===== src/sv/stg16_pkg.sv =====
package stg16_pkg;

	localparam logic [31:0] PHASE_PI      = 32'h3243_F6A9;
	localparam logic [31:0] PHASE_HALF_PI = 32'h1921_FB54;
	localparam logic [15:0] INV6_U0F16    = 16'h2AAA;

	localparam int STEP_W = 4;

	typedef logic [STEP_W-1:0] step_t;
	typedef logic [1:0]        reg_idx_t;
	typedef logic [2:0]        op_t;
	typedef logic [2:0]        src_t;
	typedef logic [2:0]        dst_t;
	typedef logic [1:0]        cond_t;

	localparam reg_idx_t REG_OUTPUT_MODE = 2'd0;
	localparam reg_idx_t REG_PHASE_STEP  = 2'd1;
	localparam reg_idx_t REG_RANGE_MIN   = 2'd2;
	localparam reg_idx_t REG_RANGE_MAX   = 2'd3;

	localparam op_t OP_FOLD_PI   = 3'd0;
	localparam op_t OP_FOLD_HALF = 3'd1;
	localparam op_t OP_MUL       = 3'd2;
	localparam op_t OP_POLY      = 3'd3;
	localparam op_t OP_SCALE     = 3'd4;
	localparam op_t OP_EMIT      = 3'd5;

	localparam src_t SRC_X1   = 3'd0;
	localparam src_t SRC_X2   = 3'd1;
	localparam src_t SRC_X3   = 3'd2;
	localparam src_t SRC_X4   = 3'd3;
	localparam src_t SRC_INV6 = 3'd4;
	localparam src_t SRC_RES  = 3'd5;
	localparam src_t SRC_AMPL = 3'd6;

	localparam dst_t DST_X2 = 3'd0;
	localparam dst_t DST_X3 = 3'd1;
	localparam dst_t DST_T  = 3'd2;
	localparam dst_t DST_X4 = 3'd3;
	localparam dst_t DST_X5 = 3'd4;
	localparam dst_t DST_HI = 3'd5;

	localparam cond_t COND_NONE = 2'd0;
	localparam cond_t COND_RAW  = 2'd1;
	localparam cond_t COND_END  = 2'd2;

	localparam step_t STEP_EMIT = 4'd10;

	typedef struct packed {
		op_t   op;
		src_t  src_a;
		src_t  src_b;
		logic  shl;
		logic  sgn;
		dst_t  dst;
		cond_t cond;
		step_t target;
	} uop_t;

	function automatic uop_t mk_uop(input op_t op, input src_t src_a, input src_t src_b,
			input logic shl, input logic sgn, input dst_t dst, input cond_t cond,
			input step_t target);
		uop_t u;
		u.op     = op;
		u.src_a  = src_a;
		u.src_b  = src_b;
		u.shl    = shl;
		u.sgn    = sgn;
		u.dst    = dst;
		u.cond   = cond;
		u.target = target;
		return u;
	endfunction

	// The program: fold the phase, five chained multiplies for the polynomial,
	// then either emit the raw value or scale it with one more multiply.
	function automatic uop_t uop_rom(input step_t addr);
		uop_t u;
		case (addr)
			4'd0: u = mk_uop(OP_FOLD_PI, SRC_X1, SRC_X1, 1'b0, 1'b0, DST_X2, COND_NONE, '0);
			4'd1: u = mk_uop(OP_FOLD_HALF, SRC_X1, SRC_X1, 1'b0, 1'b0, DST_X2, COND_NONE, '0);
			4'd2: u = mk_uop(OP_MUL, SRC_X1, SRC_X1, 1'b0, 1'b0, DST_X2, COND_NONE, '0);
			4'd3: u = mk_uop(OP_MUL, SRC_X2, SRC_X1, 1'b1, 1'b0, DST_X3, COND_NONE, '0);
			4'd4: u = mk_uop(OP_MUL, SRC_X3, SRC_INV6, 1'b1, 1'b0, DST_T, COND_NONE, '0);
			4'd5: u = mk_uop(OP_MUL, SRC_X3, SRC_X1, 1'b0, 1'b0, DST_X4, COND_NONE, '0);
			4'd6: u = mk_uop(OP_MUL, SRC_X4, SRC_X1, 1'b0, 1'b0, DST_X5, COND_NONE, '0);
			4'd7: u = mk_uop(OP_POLY, SRC_X1, SRC_X1, 1'b0, 1'b0, DST_X2, COND_RAW,
				STEP_EMIT);
			4'd8: u = mk_uop(OP_MUL, SRC_RES, SRC_AMPL, 1'b0, 1'b1, DST_HI, COND_NONE, '0);
			4'd9: u = mk_uop(OP_SCALE, SRC_X1, SRC_X1, 1'b0, 1'b0, DST_X2, COND_NONE, '0);
			default: u = mk_uop(OP_EMIT, SRC_X1, SRC_X1, 1'b0, 1'b0, DST_X2, COND_END, '0);
		endcase
		return u;
	endfunction

endpackage


===== src/sv/sine_table_generator_16bit.sv =====
// The microcode sequencer steps each accepted input beat through two phase folds,
// five multiplies on one shared 17x17 multiplier, the polynomial, in scaled mode
// one more multiply and the scale step, then the emit into the output register,
// which waits on tready. No new item is taken before the current one is emitted.
// Reset (arst_n low, asynchronous) clears the phase, returns the registers to
// their defaults and leaves the sequencer idle with no output beat pending.
module sine_table_generator_16bit (
	input  logic        clk,
	input  logic        arst_n,
	input  logic        s_axis_tvalid,
	output logic        s_axis_tready,
	input  logic [7:0]  s_axis_tdata,   // [0] restart, [7:1] zero
	output logic        m_axis_tvalid,
	input  logic        m_axis_tready,
	output logic [15:0] m_axis_tdata,   // [15:0] sample (signed)
	input  logic        cfg_we,
	input  logic [1:0]  cfg_index,
	input  logic [31:0] cfg_wdata
);

	logic               mode_q;
	logic [31:0]        phase_step_q;
	logic signed [15:0] range_min_q;
	logic signed [15:0] range_max_q;
	logic [31:0]        phase_q;

	logic               busy_q;
	stg16_pkg::step_t   step_q;
	logic               out_valid_q;
	logic [15:0]        out_data_q;

	logic [31:0]        p_q;
	logic               neg_q;
	logic [15:0]        ampl_q;
	logic [15:0]        x2_q;
	logic [15:0]        x3_q;
	logic [15:0]        t_q;
	logic [15:0]        x4_q;
	logic [15:0]        x5_q;
	logic [15:0]        hi_q;
	logic [15:0]        res_q;

	stg16_pkg::uop_t    uop;
	logic               in_fire;
	logic               run;
	logic               stall;
	logic               jump;
	logic [31:0]        p_start;
	logic [15:0]        x1;
	logic [15:0]        op_a;
	logic [15:0]        op_b;
	logic signed [16:0] mul_a;
	logic signed [16:0] mul_b;
	logic signed [33:0] mul_prod;
	logic [15:0]        mul_hi;
	logic [15:0]        poly_mag;
	logic [15:0]        poly_u;
	logic [15:0]        half;
	logic [15:0]        scaled;

	assign s_axis_tready = !busy_q;
	assign in_fire       = s_axis_tvalid && s_axis_tready;
	assign m_axis_tvalid = out_valid_q;
	assign m_axis_tdata  = out_data_q;

	assign uop   = stg16_pkg::uop_rom(step_q);
	assign stall = (uop.op == stg16_pkg::OP_EMIT) && out_valid_q && !m_axis_tready;
	assign run   = busy_q && !stall;
	assign jump  = (uop.cond == stg16_pkg::COND_RAW) && !mode_q;

	assign p_start = s_axis_tdata[0] ? 32'd0 : phase_q;
	assign x1      = {p_q[28:16], 3'b000};

	always_comb begin
		case (uop.src_a)
			stg16_pkg::SRC_X1:   op_a = x1;
			stg16_pkg::SRC_X2:   op_a = x2_q;
			stg16_pkg::SRC_X3:   op_a = x3_q;
			stg16_pkg::SRC_X4:   op_a = x4_q;
			stg16_pkg::SRC_INV6: op_a = stg16_pkg::INV6_U0F16;
			stg16_pkg::SRC_RES:  op_a = res_q;
			stg16_pkg::SRC_AMPL: op_a = ampl_q;
			default:             op_a = x1;
		endcase
		case (uop.src_b)
			stg16_pkg::SRC_X1:   op_b = x1;
			stg16_pkg::SRC_X2:   op_b = x2_q;
			stg16_pkg::SRC_X3:   op_b = x3_q;
			stg16_pkg::SRC_X4:   op_b = x4_q;
			stg16_pkg::SRC_INV6: op_b = stg16_pkg::INV6_U0F16;
			stg16_pkg::SRC_RES:  op_b = res_q;
			stg16_pkg::SRC_AMPL: op_b = ampl_q;
			default:             op_b = x1;
		endcase
	end

	assign mul_a    = $signed({uop.sgn & op_a[15], op_a});
	assign mul_b    = $signed({uop.sgn & op_b[15], op_b});
	assign mul_prod = mul_a * mul_b;
	assign mul_hi   = uop.shl ? mul_prod[30:15] : mul_prod[31:16];

	assign poly_mag = x1 - t_q + {4'b0000, x5_q[15:4]};
	assign poly_u   = neg_q ? (16'd0 - poly_mag) : poly_mag;
	assign half     = {ampl_q[15], ampl_q[15:1]};
	assign scaled   = range_min_q + half + hi_q;

	always_ff @(posedge clk or negedge arst_n) begin
		if (!arst_n) begin
			mode_q       <= 1'b0;
			phase_step_q <= 32'd0;
			range_min_q  <= 16'sd0;
			range_max_q  <= 16'sh7FFF;
		end else if (cfg_we) begin
			case (cfg_index)
				stg16_pkg::REG_OUTPUT_MODE: mode_q       <= cfg_wdata[0];
				stg16_pkg::REG_PHASE_STEP:  phase_step_q <= cfg_wdata;
				stg16_pkg::REG_RANGE_MIN:   range_min_q  <= cfg_wdata[15:0];
				stg16_pkg::REG_RANGE_MAX:   range_max_q  <= cfg_wdata[15:0];
				default: ;
			endcase
		end
	end

	always_ff @(posedge clk or negedge arst_n) begin
		if (!arst_n) begin
			phase_q     <= 32'd0;
			busy_q      <= 1'b0;
			step_q      <= '0;
			out_valid_q <= 1'b0;
		end else begin
			if (in_fire) begin
				phase_q <= p_start + phase_step_q;
				busy_q  <= 1'b1;
				step_q  <= '0;
			end else if (run) begin
				if (uop.cond == stg16_pkg::COND_END) begin
					busy_q <= 1'b0;
				end
				step_q <= jump ? uop.target : step_q + 1'b1;
			end
			if (run && (uop.op == stg16_pkg::OP_EMIT)) begin
				out_valid_q <= 1'b1;
			end else if (m_axis_tready) begin
				out_valid_q <= 1'b0;
			end
		end
	end

	always_ff @(posedge clk) begin
		if (in_fire) begin
			p_q <= p_start;
		end else if (run) begin
			case (uop.op)
				stg16_pkg::OP_FOLD_PI: begin
					ampl_q <= range_max_q - range_min_q;
					if (p_q >= stg16_pkg::PHASE_PI) begin
						p_q   <= p_q - stg16_pkg::PHASE_PI;
						neg_q <= 1'b1;
					end else begin
						neg_q <= 1'b0;
					end
				end
				stg16_pkg::OP_FOLD_HALF: begin
					if (p_q >= stg16_pkg::PHASE_HALF_PI) begin
						p_q <= stg16_pkg::PHASE_PI - p_q;
					end
				end
				stg16_pkg::OP_MUL: begin
					case (uop.dst)
						stg16_pkg::DST_X2: x2_q <= mul_hi;
						stg16_pkg::DST_X3: x3_q <= mul_hi;
						stg16_pkg::DST_T:  t_q  <= mul_hi;
						stg16_pkg::DST_X4: x4_q <= mul_hi;
						stg16_pkg::DST_X5: x5_q <= mul_hi;
						stg16_pkg::DST_HI: hi_q <= mul_hi;
						default: ;
					endcase
				end
				stg16_pkg::OP_POLY:  res_q      <= poly_u;
				stg16_pkg::OP_SCALE: res_q      <= scaled;
				stg16_pkg::OP_EMIT:  out_data_q <= res_q;
				default: ;
			endcase
		end
	end

endmodule


===== config.mk =====
export PLATFORM = sky130hd
export DESIGN_NAME = sine_table_generator_16bit
export DESIGN_NICKNAME = d
export VERILOG_FILES = /design/src/sv/stg16_pkg.sv /design/src/sv/sine_table_generator_16bit.sv
export SDC_FILE = /design/constraint.sdc
export NUM_CORES = 1
export LEC_CHECK = 0
export ABC_AREA = 1
export BUFFER_PORTS_ARGS = -buffer_cell sky130_fd_sc_hd__clkbuf_2
export CORE_MARGIN = 2
export CORE_UTILIZATION = 35
export DETAILED_ROUTE_END_ITERATION = 10
export PLACE_DENSITY = 0.47
export SYNTH_ARGS = -nofsm -noshare
export SYNTH_HDL_FRONTEND = slang
export SYNTH_SLANG_ARGS = --single-unit

===== constraint.sdc =====
create_clock -name clk -period 8 [get_ports clk]
set_clock_uncertainty 0.2 [all_clocks]
set_input_delay 0.4 -clock clk [delete_from_list [all_inputs] [get_ports clk]]
set_output_delay 0.4 -clock clk [all_outputs]
set_load 0.01 [all_outputs]

Word level (Yosys, flattened, before mapping)
Memories as Yosys holds them, arrays and structs flattened.
Index checks and enable logic that the tools add are counted.

cells by class
  $add $sub $neg = 10
  $mul = 1
  order comparisons = 2
  equality and inequality tests = 29
  mux-type cells = 20
  bitwise logic cells = 3
  reduce and logical (&&, ||, !) cells = 33

operators with widths
  kind                      count
  $pmux W16 S6              2
  $mux W32                  5
  $pmux W32 S2              1
  $add A16 B16 Y16          2
  $add A32 B32 Y32          1
  $ge A32 B29 Y1 const B    1
  $ge A32 B30 Y1 const B    1
  $mul A17 B17 Y32          1
  $mux W16                  2
  $pmux W16 S2              1
  $sub A16 B16 Y16          2
  $sub A30 B32 Y32 const A  1
  $sub A32 B30 Y32 const B  1
  $eq A3 B3 Y1 const B      10
  $reduce_and A4 Y1         7
  $eq A3 B2 Y1 const B      8
  $add A16 B12 Y16          1
  $sub A1 B16 Y16 const A   1
  $eq A3 B1 Y1 const B      4
  $mux W4                   3
  $reduce_and A2 Y1         5
  $reduce_and A3 Y1         3
  $reduce_bool A2 Y1        4
  $eq A2 B2 Y1 const B      3
  other kinds (11)          28

word-level totals
  register bits after elaboration = 280
  memory bits (read-only) = 272
  input bits = 47
  output and inout bits = 18
  logic and storage cells = 118
  memories = 1

memory list
  memory           depth  bits a word  read ports  clocked after memory_dff  write ports  RTL line         text
  (no name shown)  16     17           1           0                         0            stg16_pkg.sv:79  case (addr)

Depth between registers and ports, before layout
An unclocked memory read counts as a cell.

  word-level depth = 8
  mapped depth = 37

Worst setup path before layout
OpenSTA, ideal clock, no wires.

  kind = reg2reg
  start point = reg step_q[1]
  end point = reg hi_q[10] (data pin)
  arrival = 6,760 ps
  setup slack = 766 ps
  cell stages (with the launch flop) = 32
  buffers on the path = 2
  cells stage by stage = dfrtp_1 > inv_1 > ha_1 > nand3_4 > nand2_2 > nand2_2 > inv_2 > nor2_2 > inv_2 > buf_4 > o21ai_1 > buf_2 > nor2_1 > fa_1 > inv_1 > fa_1 > fa_1 > inv_1 > fa_1 > fa_1 > inv_1 > fa_1 > inv_1 > ha_1 > a21oi_1 > o21ai_0 > a21oi_1 > nor2_1 > a2111oi_0 > nand3b_1 > nand3_1 > nand2_1

on the way
  word-level cells in the longest chain between the ends = 6

RTL lines
  what                                        RTL line                                                            text
  start, declared                             sine_table_generator_16bit.sv:28                                    stg16_pkg::step_t step_q;
  start signal, assigned                      sine_table_generator_16bit.sv:139                                   step_q <= jump ? uop.target : step_q + 1'b1;
  $mem_v2 Z16 W17 (*)                         n/a
  $eq A3 B3 Y1, or another cell as far along  sine_table_generator_16bit.sv:75                                    case (uop.src_a)
  $pmux W16 S6, on equally long branches      sine_table_generator_16bit.sv:75, sine_table_generator_16bit.sv:85
  $and A1 B1 Y1, on equally long branches     sine_table_generator_16bit.sv:97, sine_table_generator_16bit.sv:98
  $mul A17 B17 Y32                            sine_table_generator_16bit.sv:99                                    assign mul_prod = mul_a * mul_b;
  $mux W16 (*)                                sine_table_generator_16bit.sv:100                                   assign mul_hi = uop.shl ? mul_prod[30:15] : mul_prod[31:16];
  named net mul_hi[10]                        sine_table_generator_16bit.sv:55                                    logic [15:0] mul_hi;
  end signal, assigned                        sine_table_generator_16bit.sv:175                                   stg16_pkg::DST_HI: hi_q <= mul_hi;
  end, declared                               sine_table_generator_16bit.sv:40                                    logic [15:0] hi_q;

The timed path passes the listed nets; every way through them passes the cells marked *.
A chain may end at the register's enable or synchronous reset.

Worst setup path in the final report
  start point = reg step_q[0]
  end point = reg x5_q[14] (data pin)

on the way
  word-level cells in the longest chain between the ends = 6

RTL lines
  what                                        RTL line                                                            text
  $mem_v2 Z16 W17 (*)                         n/a
  $eq A3 B3 Y1, or another cell as far along  sine_table_generator_16bit.sv:75
  $pmux W16 S6, on equally long branches      sine_table_generator_16bit.sv:75, sine_table_generator_16bit.sv:85
  $and A1 B1 Y1, on equally long branches     sine_table_generator_16bit.sv:97, sine_table_generator_16bit.sv:98
  $mul A17 B17 Y32                            sine_table_generator_16bit.sv:99
  $mux W16 (*)                                sine_table_generator_16bit.sv:100
  named net mul_hi[14]                        sine_table_generator_16bit.sv:55
  end signal, assigned                        sine_table_generator_16bit.sv:174                                   stg16_pkg::DST_X5: x5_q <= mul_hi;
  end, declared                               sine_table_generator_16bit.sv:39                                    logic [15:0] x5_q;

Marked as above.

==> flow_summary.ini <==
[place]
io_buffers = 57
gp_congestion = 0.909
place_hpwl_mm = 73.4

[synthesis]
synth_fp_nets = 4028
synth.distinct_cells = 56
ys_ff_latch = 276
netlist_area_mm2 = 0.0285
syn_avg_cell_area_um2 = 8.14
synth_ff_type = edfxtp_1
synth-edff-count = 173
async_flop_share_pct = 37.3
yosysTopAreaCell = fa_1
synth_area_leaders = fa_1, edfxtp_1, nand2_1
ys_seq_area_share_pct = 27.3
yosysWarnings = 0
yosysMostFrequentCell = nand2_1
synth_top_cell_area_share_pct = 21.7
synth_cells = 3503
synth_common_cells = nand2_1, inv_1, nor2_1, fa_1, o21ai_0

[floorplanning]
io_pins = 65
die-area_mm2 = 0.0838
start_util_pct = 35.4
rows = 104
die_h_um = 289
die_w_um = 289
coreArea_mm2 = 0.0805

[critical_path]
slowest_stage = fa_1
cp_slowest_stage_delay_ns = 0.55
path_class = flop to flop
path_buf_inv = 14
crit_family = adder cells
critPathMaxFanout = 6
path_common_cell = inv_1
cp_data_arrival_time_ns = 7.82
critPathRequiredTime_ns = 8.08
cp-end-kind = flop
startpoint_type = flop

[timing]
clock.fmax_mhz = 129
relSlewSlack_pct = 29.9
slew_violations = 0
layout_min_cycle_time_ns = 7.74
finalCritPeriodShare_pct = 96.7
tightestPinTransition_ns = 1.05
hold_slack_ns = 0.0136
setup_viol = 0
finalHoldViolations = 0

[route]
vias = 23400
viasPerCell = 4.85
wire_per_inst_um = 18.5
drc = 0
antenna_left = 0
wl_mm = 89.0
drtIter0Drc = 1511
dr.pass1.iters = 5

[global_route]
grt_pass1_vias = 23400
antenna_found_initial = 1
grt_use_total_pct = 21.8
grt_overflow = 0
grt_max_degree = 68
grt_pass1_wl_mm = 139

[finish]
areaGrowthSynthToFinish_pct = 16.2
drive_gt1_share_pct = 12.0
final_nets = 4257

[clock_tree]
cts_tree = built
numCtsBuffers = 34
clock-sinks = 276
worstSkewPairLatency_ns = 0.55
clockRootBuffer = clkbuf_16
clockBufferDepth = 3
clk_pin_slew_ns = 0.06
htreeDepth = 2

[outcome]
outcome = finished clean

[run]
maxCapViolations = 0

[hold_path]
hold_path.class = input pin to flop
cells in the final DEF (no fill, tap or decap), types with 8 or more instances in the layout:
| cell | instances |
|---|---|
| inv_1 | 675 |
| o21ai_0 | 190 |
| nand3b_1 | 19 |
| a31oi_1 | 17 |
| nor2_2 | 8 |
| inv_2 | 15 |
| xor2_1 | 67 |
| clkbuf_2 | 56 |
| o22ai_1 | 17 |
| nand2_2 | 16 |
| o21bai_1 | 15 |
| nor2_1 | 391 |
| nand4_1 | 32 |
| nor3_1 | 29 |
| nand3_1 | 143 |
| fa_1 | 307 |
| buf_12 | 12 |
| xnor2_1 | 24 |
| buf_4 | 176 |
| ha_1 | 162 |
| clkbuf_1 | 8 |
| dlygate4sd3_1 | 27 |
| or2_2 | 11 |
| nand2_1 | 680 |
| mux2_2 | 15 |
| clkbuf_16 | 37 |
| a21o_1 | 9 |
| dfrtp_1 | 88 |
| edfxtp_1 | 173 |
| o21ai_1 | 25 |
| a21oi_1 | 133 |
| nor4_1 | 9 |
| o31ai_1 | 8 |
| a21oi_2 | 17 |
| dfstp_2 | 15 |
repair_timing:
item / CTS / global route
gates cloned: 0 / 1
endpoints found under the setup margin: 32 / 92
hold buffers: 27 / 0
pin swaps: 0 / 19
gates resized for setup: 3 / 84
hold endpoints to repair: 81 / 0
setup buffers: 0 / 19
path summary, 6_finish.rpt:
kind                                   start                to  slack, ns  cells past startpoint
worst max-delay path               step_q[0]          x5_q[14]       0.26                     35
worst min-delay path            cfg_index[1]            mode_q       0.01                      4
worst max register to register     step_q[0]          x5_q[14]       0.26                     35
worst min register to register   phase_q[23]       phase_q[23]       0.28                      2
max in group asynchronous             arst_n   range_min_q[10]       6.25                      3
min in group asynchronous             arst_n  phase_step_q[31]       0.21                      2
layer usage:
metal | share of wire, % | GRT usage (%) | routed length [um] | vias up
met2 | 47 | 36.0 | 41800 | 455
met5 | 0 | 0 | 0 | -
met1 | 47 | 31.0 | 42100 | 11300
met3 | 3.8 | 2.24 | 3400 | 84
li1 | - | - | - | 11600
met4 | 1.9 | 4.42 | 1670 | 0
kinds of logic (layout without fill, tap and decap cells):
| group | after synthesis | count (layout) | synth area share [%] |
|---|---|---|---|
| and+or+nand+nor | 1366 | 1366 | 19.7 |
| adders and majority gates | 478 | 478 | 29.1 |
| xor gates and xnor gates | 91 | 91 | 2.79 |
| DFF | 276 | 276 | 27.3 |
| muxes | 15 | 15 | 0.592 |
| other | 0 | 2 | 0 |
| AOI/OAI and AO/OA | 498 | 498 | 10.0 |
| buffers and inverters | 779 | 1033 | 10.4 |
worst register-to-register path: cells and delay by family, from the launching register on:
kind | cells | cell delay, ns
compound gates | 6 | 1.05
fa+ha+maj | 8 | 3.65
buf+inv | 14 | 1.37
flops | 1 | 0.38
simple gates | 7 | 0.80
layout make-up:
type	instances	area, um2
inverter	697	2640
sequential	276	7790
fill	8273	47400
antenna	2	5.00
clock buffer	50	1020
tap	1060	1330
clock inverter	11	76.3
multi-input combinational	2448	18100
timing repair buffer	275	2150
registers in the layout, summed over array words and instances, names as in the netlist:
name / count
ampl_q: 16
busy_q: 1
hi_q: 16
m_axis_tdata: 16
m_axis_tvalid: 1
mode_q: 1
neg_q: 1
p_q: 32
phase_q: 32
phase_step_q: 32
range_max_q: 16
range_min_q: 16
res_q: 16
step_q: 4
t_q: 16
x2_q: 16
x3_q: 16
x4_q: 16
x5_q: 12
per-stage QoR:
step                area, um2  setup slack, ns  instances  utilization (%)  TNS [ns]
floorplan               28500            0.766       3503                -         0
global placement        31200           0.0678       4709             38.8         0
detailed placement      31200         -0.00775       4709             38.8   -0.0453
CTS                     32600          0.00312       4797             40.5         0
global route            33100          -0.0343       4817             41.1    -0.496
finish                  33100            0.262       4819             41.1         0
Power is left out: the tool's default activity adds up to more than one toggle a clock period on the data nets, which glitch-free logic cannot reach.
